===== config.mk =====
export PLATFORM = sky130hd
export DESIGN_NAME = home_computer_bank_decoder
export DESIGN_NICKNAME = d
export VERILOG_FILES = /design/src/hw/rtl/hcbd_pkg.sv /design/src/hw/rtl/hcbd_front.sv /design/src/hw/rtl/hcbd_queue.sv /design/src/hw/rtl/hcbd_back.sv /design/src/hw/rtl/home_computer_bank_decoder.sv
export VERILOG_INCLUDE_DIRS = /design/src /design/src/hw/rtl
export SDC_FILE = /design/constraint.sdc
export NUM_CORES = 1
export LEC_CHECK = 0
export BUFFER_PORTS_ARGS = -buffer_cell sky130_fd_sc_hd__buf_4
export CORE_ASPECT_RATIO = 0.75
export CORE_MARGIN = 8
export CORE_UTILIZATION = 45
export CTS_CLUSTER_DIAMETER = 200
export DETAILED_ROUTE_END_ITERATION = 10
export PLACE_DENSITY_LB_ADDON = 0.05
export SLEW_MARGIN = 20
export SYNTH_ARGS = -nofsm -noshare
export SYNTH_HDL_FRONTEND = slang
export SYNTH_HIERARCHICAL = 1
export SYNTH_SLANG_ARGS = --single-unit

===== constraint.sdc =====
create_clock -name aclk -period 2.5 [get_ports aclk]
set_input_delay 0.125 -clock aclk [delete_from_list [all_inputs] [get_ports aclk]]
set_output_delay 0.125 -clock aclk [all_outputs]
set_load 0.02 [all_outputs]

===== src/hw/rtl/home_computer_bank_decoder_macros.svh =====
// Assertion helpers for the bank decoder.
`ifndef HOME_COMPUTER_BANK_DECODER_MACROS_SVH
`define HOME_COMPUTER_BANK_DECODER_MACROS_SVH

// Same-cycle implication.
`define HCBD_ASSERT_NOW(lbl, ante, cons, msg) \
    lbl: assert property (@(posedge aclk) disable iff (!aresetn) (ante) |-> (cons)) \
        else $error(msg);

// Next-cycle implication.
`define HCBD_ASSERT_NEXT(lbl, ante, cons, msg) \
    lbl: assert property (@(posedge aclk) disable iff (!aresetn) (ante) |=> (cons)) \
        else $error(msg);

`endif


===== src/hw/rtl/hcbd_pkg.sv =====
`timescale 1ns / 1ps

package hcbd_pkg;

    typedef enum logic [3:0] {
        TGT_RAM_READ   = 4'd0,
        TGT_RAM_WRITE  = 4'd1,
        TGT_VIDEO_BANK = 4'd2,
        TGT_PAGE_39    = 4'd3,
        TGT_PAGE_3F    = 4'd4,
        TGT_TOP_PAGE   = 4'd5,
        TGT_BASIC      = 4'd6,
        TGT_CHARGEN    = 4'd7,
        TGT_KERNAL     = 4'd8,
        TGT_VIC        = 4'd9,
        TGT_SID        = 4'd10,
        TGT_COLOR      = 4'd11,
        TGT_CIA1       = 4'd12,
        TGT_CIA2       = 4'd13,
        TGT_EXP_IO     = 4'd14,
        TGT_PORT       = 4'd15
    } hcbd_tgt_t;

    localparam logic [1:0] CFG_TAPE_BUTTON = 2'd0;
    localparam logic [1:0] CFG_VIDEO_BANK  = 2'd1;
    localparam logic [1:0] CFG_DMA_ENABLE  = 2'd2;

    localparam logic [15:0] DMA_START_ADDR = 16'hff00;
    localparam logic [15:0] MASK_8K        = 16'h1fff;
    localparam logic [15:0] MASK_4K        = 16'h0fff;
    localparam logic [7:0]  IMG_MASK       = 8'h3f;
    localparam logic [7:0]  IMG_MASK_TAPE  = 8'h2f;
    localparam logic [7:0]  PORT_DIR_RST   = 8'h00;
    localparam logic [7:0]  PORT_VAL_RST   = 8'hff;
    localparam logic [2:0]  LAYOUT_IO_MIN  = 3'd5;
    localparam logic [2:0]  LAYOUT_BASIC_A = 3'd3;
    localparam logic [2:0]  LAYOUT_BASIC_B = 3'd7;
    localparam logic [2:0]  LAYOUT_CHR_MIN = 3'd1;
    localparam logic [2:0]  LAYOUT_CHR_MAX = 3'd3;

    typedef struct packed {
        logic       tape_button;
        logic [1:0] video_bank;
        logic       dma_enable;
    } hcbd_cfg_t;

    typedef struct packed {
        logic       wr;
        logic [15:0] address;
        logic [7:0] write_data;
        logic       is_port;
        logic       zero_page;
        logic       top_page;
        logic       basic_area;
        logic       io_area;
        logic       kernal_area;
        logic       page_39;
        logic       page_3f;
        logic       dma_addr;
        hcbd_tgt_t  io_tgt;
    } hcbd_item_t;

    function automatic hcbd_tgt_t io_target(input logic [7:0] page);
        hcbd_tgt_t t;
        if (page <= 8'hd3)      t = TGT_VIC;
        else if (page <= 8'hd7) t = TGT_SID;
        else if (page <= 8'hdb) t = TGT_COLOR;
        else if (page == 8'hdc) t = TGT_CIA1;
        else if (page == 8'hdd) t = TGT_CIA2;
        else                    t = TGT_EXP_IO;
        return t;
    endfunction

endpackage


===== src/hw/rtl/hcbd_front.sv =====
`timescale 1ns / 1ps

module hcbd_front (
    input  logic                aclk,
    input  logic                aresetn,
    input  logic                in_valid,
    output logic                in_ready,
    input  logic                in_wr,
    input  logic [15:0]         in_address,
    input  logic [7:0]          in_write_data,
    output logic                out_valid,
    input  logic                out_ready,
    output hcbd_pkg::hcbd_item_t out_item
);

    logic                 valid_reg, valid_next;
    hcbd_pkg::hcbd_item_t item_reg, item_next;
    logic [7:0]           page;

    assign page     = in_address[15:8];
    assign in_ready = !valid_reg || out_ready;

    always_comb begin
        item_next             = item_reg;
        item_next.wr          = in_wr;
        item_next.address     = in_address;
        item_next.write_data  = in_write_data;
        item_next.is_port     = (in_address[15:1] == 15'd0);
        item_next.zero_page   = (page == 8'h00);
        item_next.top_page    = (page == 8'hff);
        item_next.basic_area  = (page >= 8'ha0) && (page <= 8'hbf);
        item_next.io_area     = (page[7:4] == 4'hd);
        item_next.kernal_area = (page >= 8'he0);
        item_next.page_39     = (page == 8'h39);
        item_next.page_3f     = (page == 8'h3f);
        item_next.dma_addr    = (in_address == hcbd_pkg::DMA_START_ADDR);
        item_next.io_tgt      = hcbd_pkg::io_target(page);
    end

    always_comb begin
        valid_next = valid_reg;
        if (in_valid && in_ready) begin
            valid_next = 1'b1;
        end else if (out_ready) begin
            valid_next = 1'b0;
        end
    end

    always_ff @(posedge aclk) begin
        if (!aresetn) begin
            valid_reg <= 1'b0;
        end else begin
            valid_reg <= valid_next;
        end
    end

    always_ff @(posedge aclk) begin
        if (in_valid && in_ready) begin
            item_reg <= item_next;
        end
    end

    assign out_valid = valid_reg;
    assign out_item  = item_reg;

endmodule


===== src/hw/rtl/hcbd_queue.sv =====
`timescale 1ns / 1ps

module hcbd_queue (
    input  logic                 aclk,
    input  logic                 aresetn,
    input  logic                 in_valid,
    output logic                 in_ready,
    input  hcbd_pkg::hcbd_item_t in_item,
    output logic                 out_valid,
    input  logic                 out_ready,
    output hcbd_pkg::hcbd_item_t out_item
);

    hcbd_pkg::hcbd_item_t slot_reg [2];
    logic                 wr_ptr_reg, wr_ptr_next;
    logic                 rd_ptr_reg, rd_ptr_next;
    logic [1:0]           count_reg, count_next;
    logic                 push, pop;

    assign in_ready  = (count_reg != 2'd2);
    assign out_valid = (count_reg != 2'd0);
    assign out_item  = slot_reg[rd_ptr_reg];
    assign push      = in_valid && in_ready;
    assign pop       = out_valid && out_ready;

    always_comb begin
        wr_ptr_next = push ? !wr_ptr_reg : wr_ptr_reg;
        rd_ptr_next = pop ? !rd_ptr_reg : rd_ptr_reg;
        count_next  = count_reg;
        if (push && !pop) begin
            count_next = count_reg + 2'd1;
        end else if (pop && !push) begin
            count_next = count_reg - 2'd1;
        end
    end

    always_ff @(posedge aclk) begin
        if (!aresetn) begin
            wr_ptr_reg <= 1'b0;
            rd_ptr_reg <= 1'b0;
            count_reg  <= 2'd0;
        end else begin
            wr_ptr_reg <= wr_ptr_next;
            rd_ptr_reg <= rd_ptr_next;
            count_reg  <= count_next;
        end
    end

    always_ff @(posedge aclk) begin
        if (push) begin
            slot_reg[wr_ptr_reg] <= in_item;
        end
    end

endmodule


===== src/hw/rtl/hcbd_back.sv =====
`timescale 1ns / 1ps

module hcbd_back (
    input  logic                 aclk,
    input  logic                 aresetn,
    input  hcbd_pkg::hcbd_cfg_t  cfg,
    input  logic                 in_valid,
    output logic                 in_ready,
    input  hcbd_pkg::hcbd_item_t in_item,
    output logic                 out_valid,
    input  logic                 out_ready,
    output hcbd_pkg::hcbd_tgt_t  out_target,
    output logic [15:0]          out_offset,
    output logic [7:0]           out_read_data,
    output logic [7:0]           out_data_out,
    output logic [2:0]           out_layout,
    output logic                 out_dma_start
);

    logic                valid_reg, valid_next;
    logic [7:0]          dir_reg, dir_next;
    logic [7:0]          val_reg, val_next;
    hcbd_pkg::hcbd_tgt_t target_reg, target_next;
    logic [15:0]         offset_reg, offset_next;
    logic [7:0]          rdata_reg, rdata_next;
    logic [7:0]          dout_reg, dout_next;
    logic [2:0]          layout_reg, layout_next;
    logic                dma_reg, dma_next;
    logic [2:0]          layout_cur;
    logic                io_on;
    logic                pop;

    assign in_ready   = !valid_reg || out_ready;
    assign pop        = in_valid && in_ready;
    assign layout_cur = ~dir_reg[2:0] | val_reg[2:0];
    assign io_on      = (layout_cur >= hcbd_pkg::LAYOUT_IO_MIN);

    always_comb begin
        dir_next    = dir_reg;
        val_next    = val_reg;
        target_next = hcbd_pkg::TGT_RAM_READ;
        offset_next = in_item.address;
        rdata_next  = 8'h00;
        dma_next    = 1'b0;
        dout_next   = in_item.wr ? in_item.write_data : 8'h00;

        if (in_item.is_port) begin
            target_next = hcbd_pkg::TGT_PORT;
            if (in_item.wr) begin
                if (!in_item.address[0]) begin
                    dir_next = in_item.write_data;
                end else begin
                    val_next = in_item.write_data;
                end
            end else if (!in_item.address[0]) begin
                rdata_next = dir_reg;
            end else begin
                rdata_next = (val_reg | ~dir_reg) & (cfg.tape_button ?
                             hcbd_pkg::IMG_MASK_TAPE : hcbd_pkg::IMG_MASK);
            end
        end else if (in_item.wr) begin
            if (in_item.zero_page) begin
                target_next = hcbd_pkg::TGT_RAM_WRITE;
            end else if (in_item.top_page) begin
                target_next = hcbd_pkg::TGT_TOP_PAGE;
                dma_next    = cfg.dma_enable && in_item.dma_addr;
            end else if (io_on && in_item.io_area) begin
                target_next = in_item.io_tgt;
            end else if (in_item.address[15:14] == cfg.video_bank) begin
                if (in_item.page_39) begin
                    target_next = hcbd_pkg::TGT_PAGE_39;
                end else if (in_item.page_3f) begin
                    target_next = hcbd_pkg::TGT_PAGE_3F;
                end else begin
                    target_next = hcbd_pkg::TGT_VIDEO_BANK;
                end
            end else begin
                target_next = hcbd_pkg::TGT_RAM_WRITE;
            end
        end else begin
            if (in_item.basic_area && (layout_cur == hcbd_pkg::LAYOUT_BASIC_A ||
                                       layout_cur == hcbd_pkg::LAYOUT_BASIC_B)) begin
                target_next = hcbd_pkg::TGT_BASIC;
                offset_next = in_item.address & hcbd_pkg::MASK_8K;
            end else if (in_item.io_area) begin
                if (io_on) begin
                    target_next = in_item.io_tgt;
                end else if (layout_cur >= hcbd_pkg::LAYOUT_CHR_MIN &&
                             layout_cur <= hcbd_pkg::LAYOUT_CHR_MAX) begin
                    target_next = hcbd_pkg::TGT_CHARGEN;
                    offset_next = in_item.address & hcbd_pkg::MASK_4K;
                end
            end else if (in_item.kernal_area && layout_cur[1]) begin
                target_next = hcbd_pkg::TGT_KERNAL;
                offset_next = in_item.address & hcbd_pkg::MASK_8K;
            end
        end

        layout_next = ~dir_next[2:0] | val_next[2:0];
    end

    always_comb begin
        valid_next = valid_reg;
        if (pop) begin
            valid_next = 1'b1;
        end else if (out_ready) begin
            valid_next = 1'b0;
        end
    end

    always_ff @(posedge aclk) begin
        if (!aresetn) begin
            valid_reg <= 1'b0;
            dir_reg   <= hcbd_pkg::PORT_DIR_RST;
            val_reg   <= hcbd_pkg::PORT_VAL_RST;
        end else begin
            valid_reg <= valid_next;
            if (pop) begin
                dir_reg <= dir_next;
                val_reg <= val_next;
            end
        end
    end

    always_ff @(posedge aclk) begin
        if (pop) begin
            target_reg <= target_next;
            offset_reg <= offset_next;
            rdata_reg  <= rdata_next;
            dout_reg   <= dout_next;
            layout_reg <= layout_next;
            dma_reg    <= dma_next;
        end
    end

    assign out_valid     = valid_reg;
    assign out_target    = target_reg;
    assign out_offset    = offset_reg;
    assign out_read_data = rdata_reg;
    assign out_data_out  = dout_reg;
    assign out_layout    = layout_reg;
    assign out_dma_start = dma_reg;

endmodule


===== src/hw/rtl/home_computer_bank_decoder.sv =====
// Bus access decoder for a 6510-style home computer with a PLA memory map. Each
// transaction on the s_ side is one CPU read or write; the m_ side returns one
// transaction naming the target device or memory, the offset within it, the
// processor port read data and the layout in force after the access. Sustained
// rate is one transaction per cycle while m_tready stays high. From s_ acceptance
// to m_tvalid a transaction passes a classify register, a two-entry queue and the
// decode output register, the last of which also holds the processor port state.
// Reset leaves the port at direction $00 and data $FF (layout 7). Write cfg_* only
// while no transaction is in flight.
`timescale 1ns / 1ps

module home_computer_bank_decoder (
    input  logic        aclk,
    input  logic        aresetn,
    input  logic        s_tvalid,
    output logic        s_tready,
    input  logic [23:0] s_tdata,   // address[15:0], write_data[23:16]
    input  logic        s_tuser,   // kind (0 read, 1 write)
    output logic        m_tvalid,
    input  logic        m_tready,
    output logic [39:0] m_tdata,   // offset[15:0], read_data[23:16], data_out[31:24],
                                   // layout[34:32], dma_start[35], zero[39:36]
    output logic [3:0]  m_tuser,   // target[3:0]
    input  logic        cfg_valid,
    output logic        cfg_ready,
    input  logic [1:0]  cfg_index,
    input  logic [1:0]  cfg_data
);

`include "home_computer_bank_decoder_macros.svh"

    hcbd_pkg::hcbd_cfg_t  cfg_reg, cfg_next;
    logic                 fr_valid, q_in_ready;
    hcbd_pkg::hcbd_item_t fr_item;
    logic                 q_valid, bk_ready;
    hcbd_pkg::hcbd_item_t q_item;
    hcbd_pkg::hcbd_tgt_t  bk_target;
    logic [15:0]          bk_offset;
    logic [7:0]           bk_read_data;
    logic [7:0]           bk_data_out;
    logic [2:0]           bk_layout;
    logic                 bk_dma_start;

    assign cfg_ready = 1'b1;

    always_comb begin
        cfg_next = cfg_reg;
        if (cfg_valid) begin
            unique case (cfg_index)
                hcbd_pkg::CFG_TAPE_BUTTON: cfg_next.tape_button = cfg_data[0];
                hcbd_pkg::CFG_VIDEO_BANK:  cfg_next.video_bank  = cfg_data;
                hcbd_pkg::CFG_DMA_ENABLE:  cfg_next.dma_enable  = cfg_data[0];
                default: cfg_next = cfg_reg;
            endcase
        end
    end

    always_ff @(posedge aclk) begin
        if (!aresetn) begin
            cfg_reg <= '0;
        end else begin
            cfg_reg <= cfg_next;
        end
    end

    hcbd_front u_front (
        .aclk          (aclk),
        .aresetn       (aresetn),
        .in_valid      (s_tvalid),
        .in_ready      (s_tready),
        .in_wr         (s_tuser),
        .in_address    (s_tdata[15:0]),
        .in_write_data (s_tdata[23:16]),
        .out_valid     (fr_valid),
        .out_ready     (q_in_ready),
        .out_item      (fr_item)
    );

    hcbd_queue u_queue (
        .aclk      (aclk),
        .aresetn   (aresetn),
        .in_valid  (fr_valid),
        .in_ready  (q_in_ready),
        .in_item   (fr_item),
        .out_valid (q_valid),
        .out_ready (bk_ready),
        .out_item  (q_item)
    );

    hcbd_back u_back (
        .aclk          (aclk),
        .aresetn       (aresetn),
        .cfg           (cfg_reg),
        .in_valid      (q_valid),
        .in_ready      (bk_ready),
        .in_item       (q_item),
        .out_valid     (m_tvalid),
        .out_ready     (m_tready),
        .out_target    (bk_target),
        .out_offset    (bk_offset),
        .out_read_data (bk_read_data),
        .out_data_out  (bk_data_out),
        .out_layout    (bk_layout),
        .out_dma_start (bk_dma_start)
    );

    assign m_tuser = bk_target;
    assign m_tdata = {4'd0, bk_dma_start, bk_layout, bk_data_out, bk_read_data, bk_offset};

    `HCBD_ASSERT_NOW(a_dma_top_page, m_tvalid && bk_dma_start, bk_target == hcbd_pkg::TGT_TOP_PAGE, "dma start outside top page")
    `HCBD_ASSERT_NOW(a_rdata_port, m_tvalid && bk_read_data != 8'h00, bk_target == hcbd_pkg::TGT_PORT, "read data on non-port target")
    `HCBD_ASSERT_NOW(a_chargen_off, m_tvalid && bk_target == hcbd_pkg::TGT_CHARGEN, bk_offset[15:12] == 4'h0, "chargen offset beyond 4K")
    `HCBD_ASSERT_NEXT(a_front_hold, fr_valid && !q_in_ready, fr_valid, "classified transaction dropped")

endmodule


==> results of run 1 <==
## routing by layer
metal | routed length (um) | vias to the layer above | GRT usage
met3 | 794 | 15 | 0.0416
met1 | 6650 | 1879 | 0.196
li1 | - | 1814 | -
met2 | 6320 | 119 | 0.229
met5 | 0 | - | 0
met4 | 173 | 0 | 0.0470
## synth_stat cells (3+ instances only)
cell type,number
dfxtp_1,25
clkbuf_1,4
nand2_1,16
o32a_1,3
or3_1,3
a31oi_1,4
nand3b_1,6
nor3b_1,4
a21boi_0,3
buf_4,10
o21ai_0,6
or4_1,3
conb_1,3
xnor2_1,4
a22oi_1,3
nor2_1,12
inv_1,11
edfxtp_1,153
and2_1,14
mux2_2,38
mux2i_1,21
nand2b_1,3
nand3_1,5
nor2b_1,14
a21oi_1,5
## final cells by class
class | instances | area [um2]
fill | 1198 | 6600
sequential | 178 | 5100
multi-input combinational | 215 | 1700
timing repair buffer | 113 | 956
clock buffer | 26 | 489
tap | 205 | 256
inverter | 12 | 45.0
clock inverter | 6 | 33.8
## critical path, delay by kind of cell, from the launching register on
kind | cells | cell delay [ns]
AOI/OAI and AO/OA | 1 | 0.57
DFF | 1 | 0.46
muxes | 1 | 0.41
and+or+nand+nor | 2 | 0.26
buffers and inverters | 1 | 0.15
## metrics by stage
stage | std cells | utilization | power (mW)
2_1_floorplan | 422 | - | 5.41
3_3_place_gp | 695 | 0.512 | 6.20
3_5_place_dp | 695 | 0.512 | 6.24
4_1_cts | 755 | 0.565 | 8.63
5_1_grt | 755 | 0.565 | 8.92
6_report | 755 | 0.565 | 8.53
## placed cells by master, fill, tap and decap left out, drive strengths merged, types with 8 or more instances in the layout
| master | instances |
|---|---|
| clkbuf | 26 |
| dlygate4sd3 | 28 |
| mux2 | 38 |
| mux2i | 21 |
| o21ai | 8 |
| inv | 12 |
| nor2 | 12 |
| buf | 85 |
| dfxtp | 25 |
| nand2 | 16 |
| edfxtp | 153 |
| nor2b | 14 |
| and2 | 14 |
## cells by family (layout without fill, tap and decap cells)
group,after synthesis,after routing,synth area share
mux,59,59,0.0919
buf+inv,29,157,0.0234
other cells,3,6,0.00162
fa+ha+maj,1,1,0.00180
compound gates,41,41,0.0472
flops,178,178,0.734
xor+xnor,5,5,0.00631
simple gates,103,103,0.0937
## worst paths after layout
check	slack, ns	cells past startpoint	endpoint
max reg2reg	0.36	5	u_back/out_offset[15]
max	0.36	5	u_back/out_offset[15]
min	0.02	3	cfg_reg[2]
min reg2reg	0.44	0	u_queue/slot_reg[1][35]
## power by group
part           total, mW  internal (mW)  switching, mW
clock network       2.35           1.34           1.00
logic               2.19          0.940           1.25
registers           4.00           3.82          0.177
total               8.53           6.10           2.43
## what timing repair did
item	4_1_cts	5_1_grt
buffers inserted	0	0
setup endpoints to repair	0	0
hold endpoints to repair	27	0
resized for setup	0	0
hold buffers	28	0
==> out/metrics.csv, run 1 <==
stage,metric,value,unit
status,outcome,completed,
setup_path,crit-path max FO,9,
clock_network,clock-pin slew on the worst setup and hold paths,0.06,ns
timing,Final Skew,0.00923,ns
route,DR vias,3827,
floorplan,Rows,39,
route,post-DR wirelength/cell,18.5,um
setup_path,crit end category,flop,
hold_path,hold crit path type,in -> reg,
place,IO Port Bufs,75,
clock_network,H-Tree Depth,4,
timing,Final setup viols,0,
logic_synthesis,Syn Area/Cell,16.6,um2
logic_synthesis,Area contributors post-synth,"edfxtp_1 (66%), dfxtp_1 (7.2%), mux2_2 (6.2%)",
route,final wirelength,13900,um
run,Max Cap Violations,0,
logic_synthesis,Unique masters post-synth,65,
grt,first-pass GRT wire length,21800,um
logic_synthesis,yosys warns,6,
grt,total grt overflow,0,
place,gp weighted congestion,0.945,
clock_network,clk root buf,clkbuf_16,
timing,Max Slew Vio Count,0,
timing,Hold Slack,0.0173,ns
setup_path,crit path kind,reg -> reg,
pwr,PwrDens,995,mW/mm2
timing,Slew @ Worst Pin,0.622,ns
setup_path,critical path required time,2.64,ns
logic_synthesis,largest area contributor in the netlist,edfxtp_1,
cells_and_area,ANT cells,0,
place,pre-CTS setup slack,0.392,ns
timing,setup tns final,0,ns
timing,Max Fclk,468,MHz
place,"Cell Area, Placed",0.00777,mm2
logic_synthesis,Post-synth EDFFs,153,
clock_network,Clock Latency Late Sink,0.42,ns
logic_synthesis,number of cells produced by synthesis,419,
setup_path,max incr delay on CP,0.57,ns
setup_path,critical path arrival,2.27,ns
logic_synthesis,Synth async-reset ratio,0,
setup_path,CP Launch Type,flop,
cells_and_area,Finished Cell Area,0.00858,mm2
pwr,worst vdd ir,559,uV
grt,largest net degree at the start of global routing,39,
route,DRT Pass-1 Iters,4,
cells_and_area,# nets final,572,
place,hpwl dp,9420,um
timing,"Hold Vio Cnt, Final",0,
timing,minimum clock period,2.14,ns
route,antenna-violating nets left,0,
setup_path,"slowest stage cell, crit path",a311oi_1,
hold_path,HP Start,cfg_data[1],
floorplan,die height,124,um
logic_synthesis,"Cell Area, Synth",0.00694,mm2
cells_and_area,fraction of layout cells with a size suffix above 1,0.304,
logic_synthesis,"Seq/Total Area, Yosys",0.734,
grt,vias in the first global route,3924,
floorplan,Initial Util,0.457,
grt,antenna violations before repair,0,
cells_and_area,Largest register FFs,76,
route,vias per cell,5.07,
floorplan,Die Area,0.0197,mm2
logic_synthesis,Seq cells post-synth,178,
floorplan,die width,159,um
route,Residual DRC,0,
timing,RSZ-0062 raised after global routing,no,
logic_synthesis,post-synth top area share,0.662,
route,Starting DRT DRC Count,210,
floorplan,Core Area,0.0152,mm2
timing,worst relative slew slack,0.584,
clock_network,TritonCTS Buffers,17,
logic_synthesis,top_reg_cell synth,edfxtp_1,
pwr,Leakage Power,3.14,nW
floorplan,Boundary Pins,81,
timing,post-route setup slack,0.363,ns
setup_path,crit-path cells,mux2_2 > inv_1 > nand3_1 > a311oi_1 > nor2b_1,
grt,Total Routing Usage GR,0.147,
cells_and_area,area delta synth->final,23.5,%
clock_network,CTS sink cnt,178,
timing,Tcrit/Tclk final,0.855,
clock_network,TritonCTS clock tree,done,
clock_network,Longest Clk Path Bufs,2,
Power figures use the tool's default switching activity.
==> run 2, diff against run 1 <==
--- a/config.mk
+++ b/config.mk
@@ -13,6 +13,7 @@
 export CTS_CLUSTER_DIAMETER = 200
 export DETAILED_ROUTE_END_ITERATION = 10
 export PLACE_DENSITY_LB_ADDON = 0.05
+export REMOVE_ABC_BUFFERS = 1
 export SLEW_MARGIN = 20
 export SYNTH_ARGS = -nofsm -noshare
 export SYNTH_HDL_FRONTEND = slang
==> run 2 against run 1 <==
Net effect:
- sequential power about the same
- die area unchanged
- hold slack better by 0.0032 ns
- power rose by 3.4%
- routed wire length down 2.1%
- setup slack improved by 0.010 ns
- sequential share of layout area shrank 0.45 points
- design area rose by 0.76%
- sequential cell count did not move
- count of clock-buffer cells in the layout down 8
- via count is 0.13% higher
- combinational power about the same
==> out/metrics.csv, run 2 (synthesis results as in run 1) <==
stage,metric,value,unit,change
floorplan,die height,124,um,unchanged
clock_network,Longest Clk Path Bufs,2,,unchanged
floorplan,Rows,39,,unchanged
cells_and_area,ANT cells,0,,unchanged
setup_path,critical path's top delay family,multiplexers,,was compound AO/OA/AOI/OAI gates
setup_path,"slowest stage cell, crit path",mux2_2,,was a311oi_1
setup_path,CP Launch Type,flop,,unchanged
setup_path,crit-path cells,mux2_2 > and3b_1 > nand3_2 > mux2i_1 > nor2b_1,,was mux2_2 > inv_1 > nand3_1 > a311oi_1 > nor2b_1
pwr,Final Power,8.82,mW,was 8.53 mW
setup_path,worst path buffer plus inverter count,0,,was 1
route,Starting DRT DRC Count,322,,was 210
timing,Final Skew,0.0142,ns,was 0.00923 ns
cells_and_area,fraction of layout cells with a size suffix above 1,0.310,,was 0.304
clock_network,Resized Gates After CTS,0,,unchanged
place,gp weighted congestion,0.847,,was 0.945
setup_path,crit-path max FO,14,,was 9
setup_path,crit path kind,reg -> reg,,unchanged
route,post-DR wirelength/cell,18.1,um,was 18.5 um
timing,RSZ-0062 raised after global routing,no,,unchanged
grt,met1 usage,0.194,,was 0.196
grt,vias in the first global route,3869,,was 3924
grt,largest net degree at the start of global routing,39,,unchanged
grt,GR peak layer,met2,,unchanged
cells_and_area,area delta synth->final,24.5,%,was 23.5%
cells_and_area,final core occ,0.569,,was 0.565
floorplan,Boundary Pins,81,,unchanged
route,vias per cell,5.08,,was 5.07
route,final wirelength,13700,um,was 13900 um
floorplan,Initial Util,0.457,,unchanged
setup_path,critical path arrival,2.43,ns,was 2.27 ns
status,outcome,completed,,unchanged
clock_network,TritonCTS clock tree,done,,unchanged
floorplan,die width,159,um,unchanged
timing,Max Fclk,470,MHz,was 468 MHz
cells_and_area,# nets final,571,,was 572
timing,worst relative slew slack,0.630,,was 0.584
floorplan,Die Area,0.0197,mm2,unchanged
pwr,Leakage Power,3.17,nW,was 3.14 nW
grt,first-pass GRT wire length,21400,um,was 21800 um
setup_path,critical path required time,2.80,ns,was 2.64 ns
clock_network,clk root buf,clkbuf_16,,unchanged
timing,Final setup viols,0,,unchanged
cells_and_area,"commonest cells after routing, fill and taps aside","edfxtp_1 (153), buf_4 (80), mux2_2 (38)",,"was edfxtp_1 (153), buf_4 (82), mux2_2 (38)"
grt,GRT met2 Usage,0.220,,was 0.229
clock_network,CTS sink cnt,178,,unchanged
clock_network,H-Tree Depth,4,,unchanged
place,hpwl dp,9350,um,was 9420 um
floorplan,Core Area,0.0152,mm2,unchanged
route,DRT Pass-1 Iters,4,,unchanged
setup_path,crit end category,flop,,unchanged
grt,total grt overflow,0,,unchanged
timing,Max Slew Vio Count,0,,unchanged
run,Max Cap Violations,0,,unchanged
hold_path,hold crit path type,in -> reg,,unchanged
clock_network,cts hold-fix bufs,29,,was 28
clock_network,clock-pin slew on the worst setup and hold paths,0.07,ns,was 0.06 ns
grt,antenna violations before repair,0,,unchanged
clock_network,Post-CTS Repair Setup Buffers,0,,unchanged
timing,"Hold Vio Cnt, Final",0,,unchanged
pwr,worst vdd ir,502,uV,was 559 uV
place,IO Port Bufs,75,,unchanged
clock_network,Clock Latency Late Sink,0.42,ns,about the same
route,antenna-violating nets left,0,,unchanged
place,"Cell Area, Placed",0.00776,mm2,was 0.00777 mm2
setup_path,max incr delay on CP,0.51,ns,was 0.57 ns
route,Residual DRC,0,,unchanged
timing,Tcrit/Tclk final,0.851,,was 0.855
grt,GRT met3 Usage,0.0446,,was 0.0416
route,DR vias,3832,,was 3827
cells_and_area,"most common cell after layout, fill and taps aside",edfxtp_1,,unchanged
timing,minimum clock period,2.13,ns,was 2.14 ns
cells_and_area,Finished Cell Area,0.00864,mm2,was 0.00858 mm2
cells_and_area,Largest register FFs,76,,unchanged
grt,Total Routing Usage GR,0.144,,was 0.147
clock_network,TritonCTS Buffers,17,,unchanged
pwr,PwrDens,1020,mW/mm2,was 995 mW/mm2
timing,Slew @ Worst Pin,0.555,ns,was 0.622 ns
[run 2: cell count changes in the layout (fill, tap and decap cells not counted), sizes merged]
cell / delta
buf: -2
bufinv: +3
clkbuf: -8
clkinv: +4
inv: +1
dlygate4sd3: +1
[run 2: per-stage QoR]
step	setup TNS (ns)	hold WS [ns]	std cells	worst slack (ns)
final	0	0.0205	754	0.373
after global routing	0	0.0178	754	0.219
after CTS	0	0.00313	754	0.379
after detailed placement	0	0.304	693	0.391
after global placement	0	0.303	693	0.421
after floorplan	-0.283	0.187	405	-0.0452
[run 2: power by group]
group | leakage, nW | internal [mW] | switching, mW | total (mW)
Sequential | 1.64 | 3.82 | 0.182 | 4.00
Combinational | 1.25 | 0.926 | 1.25 | 2.18
Clock | 0.287 | 1.57 | 1.07 | 2.64
Total | 3.17 | 6.31 | 2.51 | 8.82
[run 2: worst paths after layout]
| check | from | slack (ns) | to | cells past startpoint |
|---|---|---|---|---|
| max | flop | 0.37 | u_back/dir_reg[0] | 5 |
| min | aresetn | 0.02 | u_back/val_reg[3] | 2 |
| max reg2reg | flop | 0.37 | u_back/dir_reg[0] | 5 |
| min reg2reg | u_front/out_item[22] | 0.44 | u_queue/slot_reg[0][22] | 0 |
[run 2: cell type report]
cell class | count | area [um2]
multi-input combinational | 215 | 1700
timing repair buffer | 112 | 951
inverter | 12 | 45.0
sequential | 178 | 5100
clock buffer | 18 | 429
clock inverter | 14 | 164
tap | 205 | 256
fill | 1195 | 6540
[run 2: layer usage]
metal | vias up | wire [um]
met5 | - | 0
met4 | 0 | 89
met3 | 6 | 781
met2 | 102 | 6100
met1 | 1906 | 6680
li1 | 1818 | -
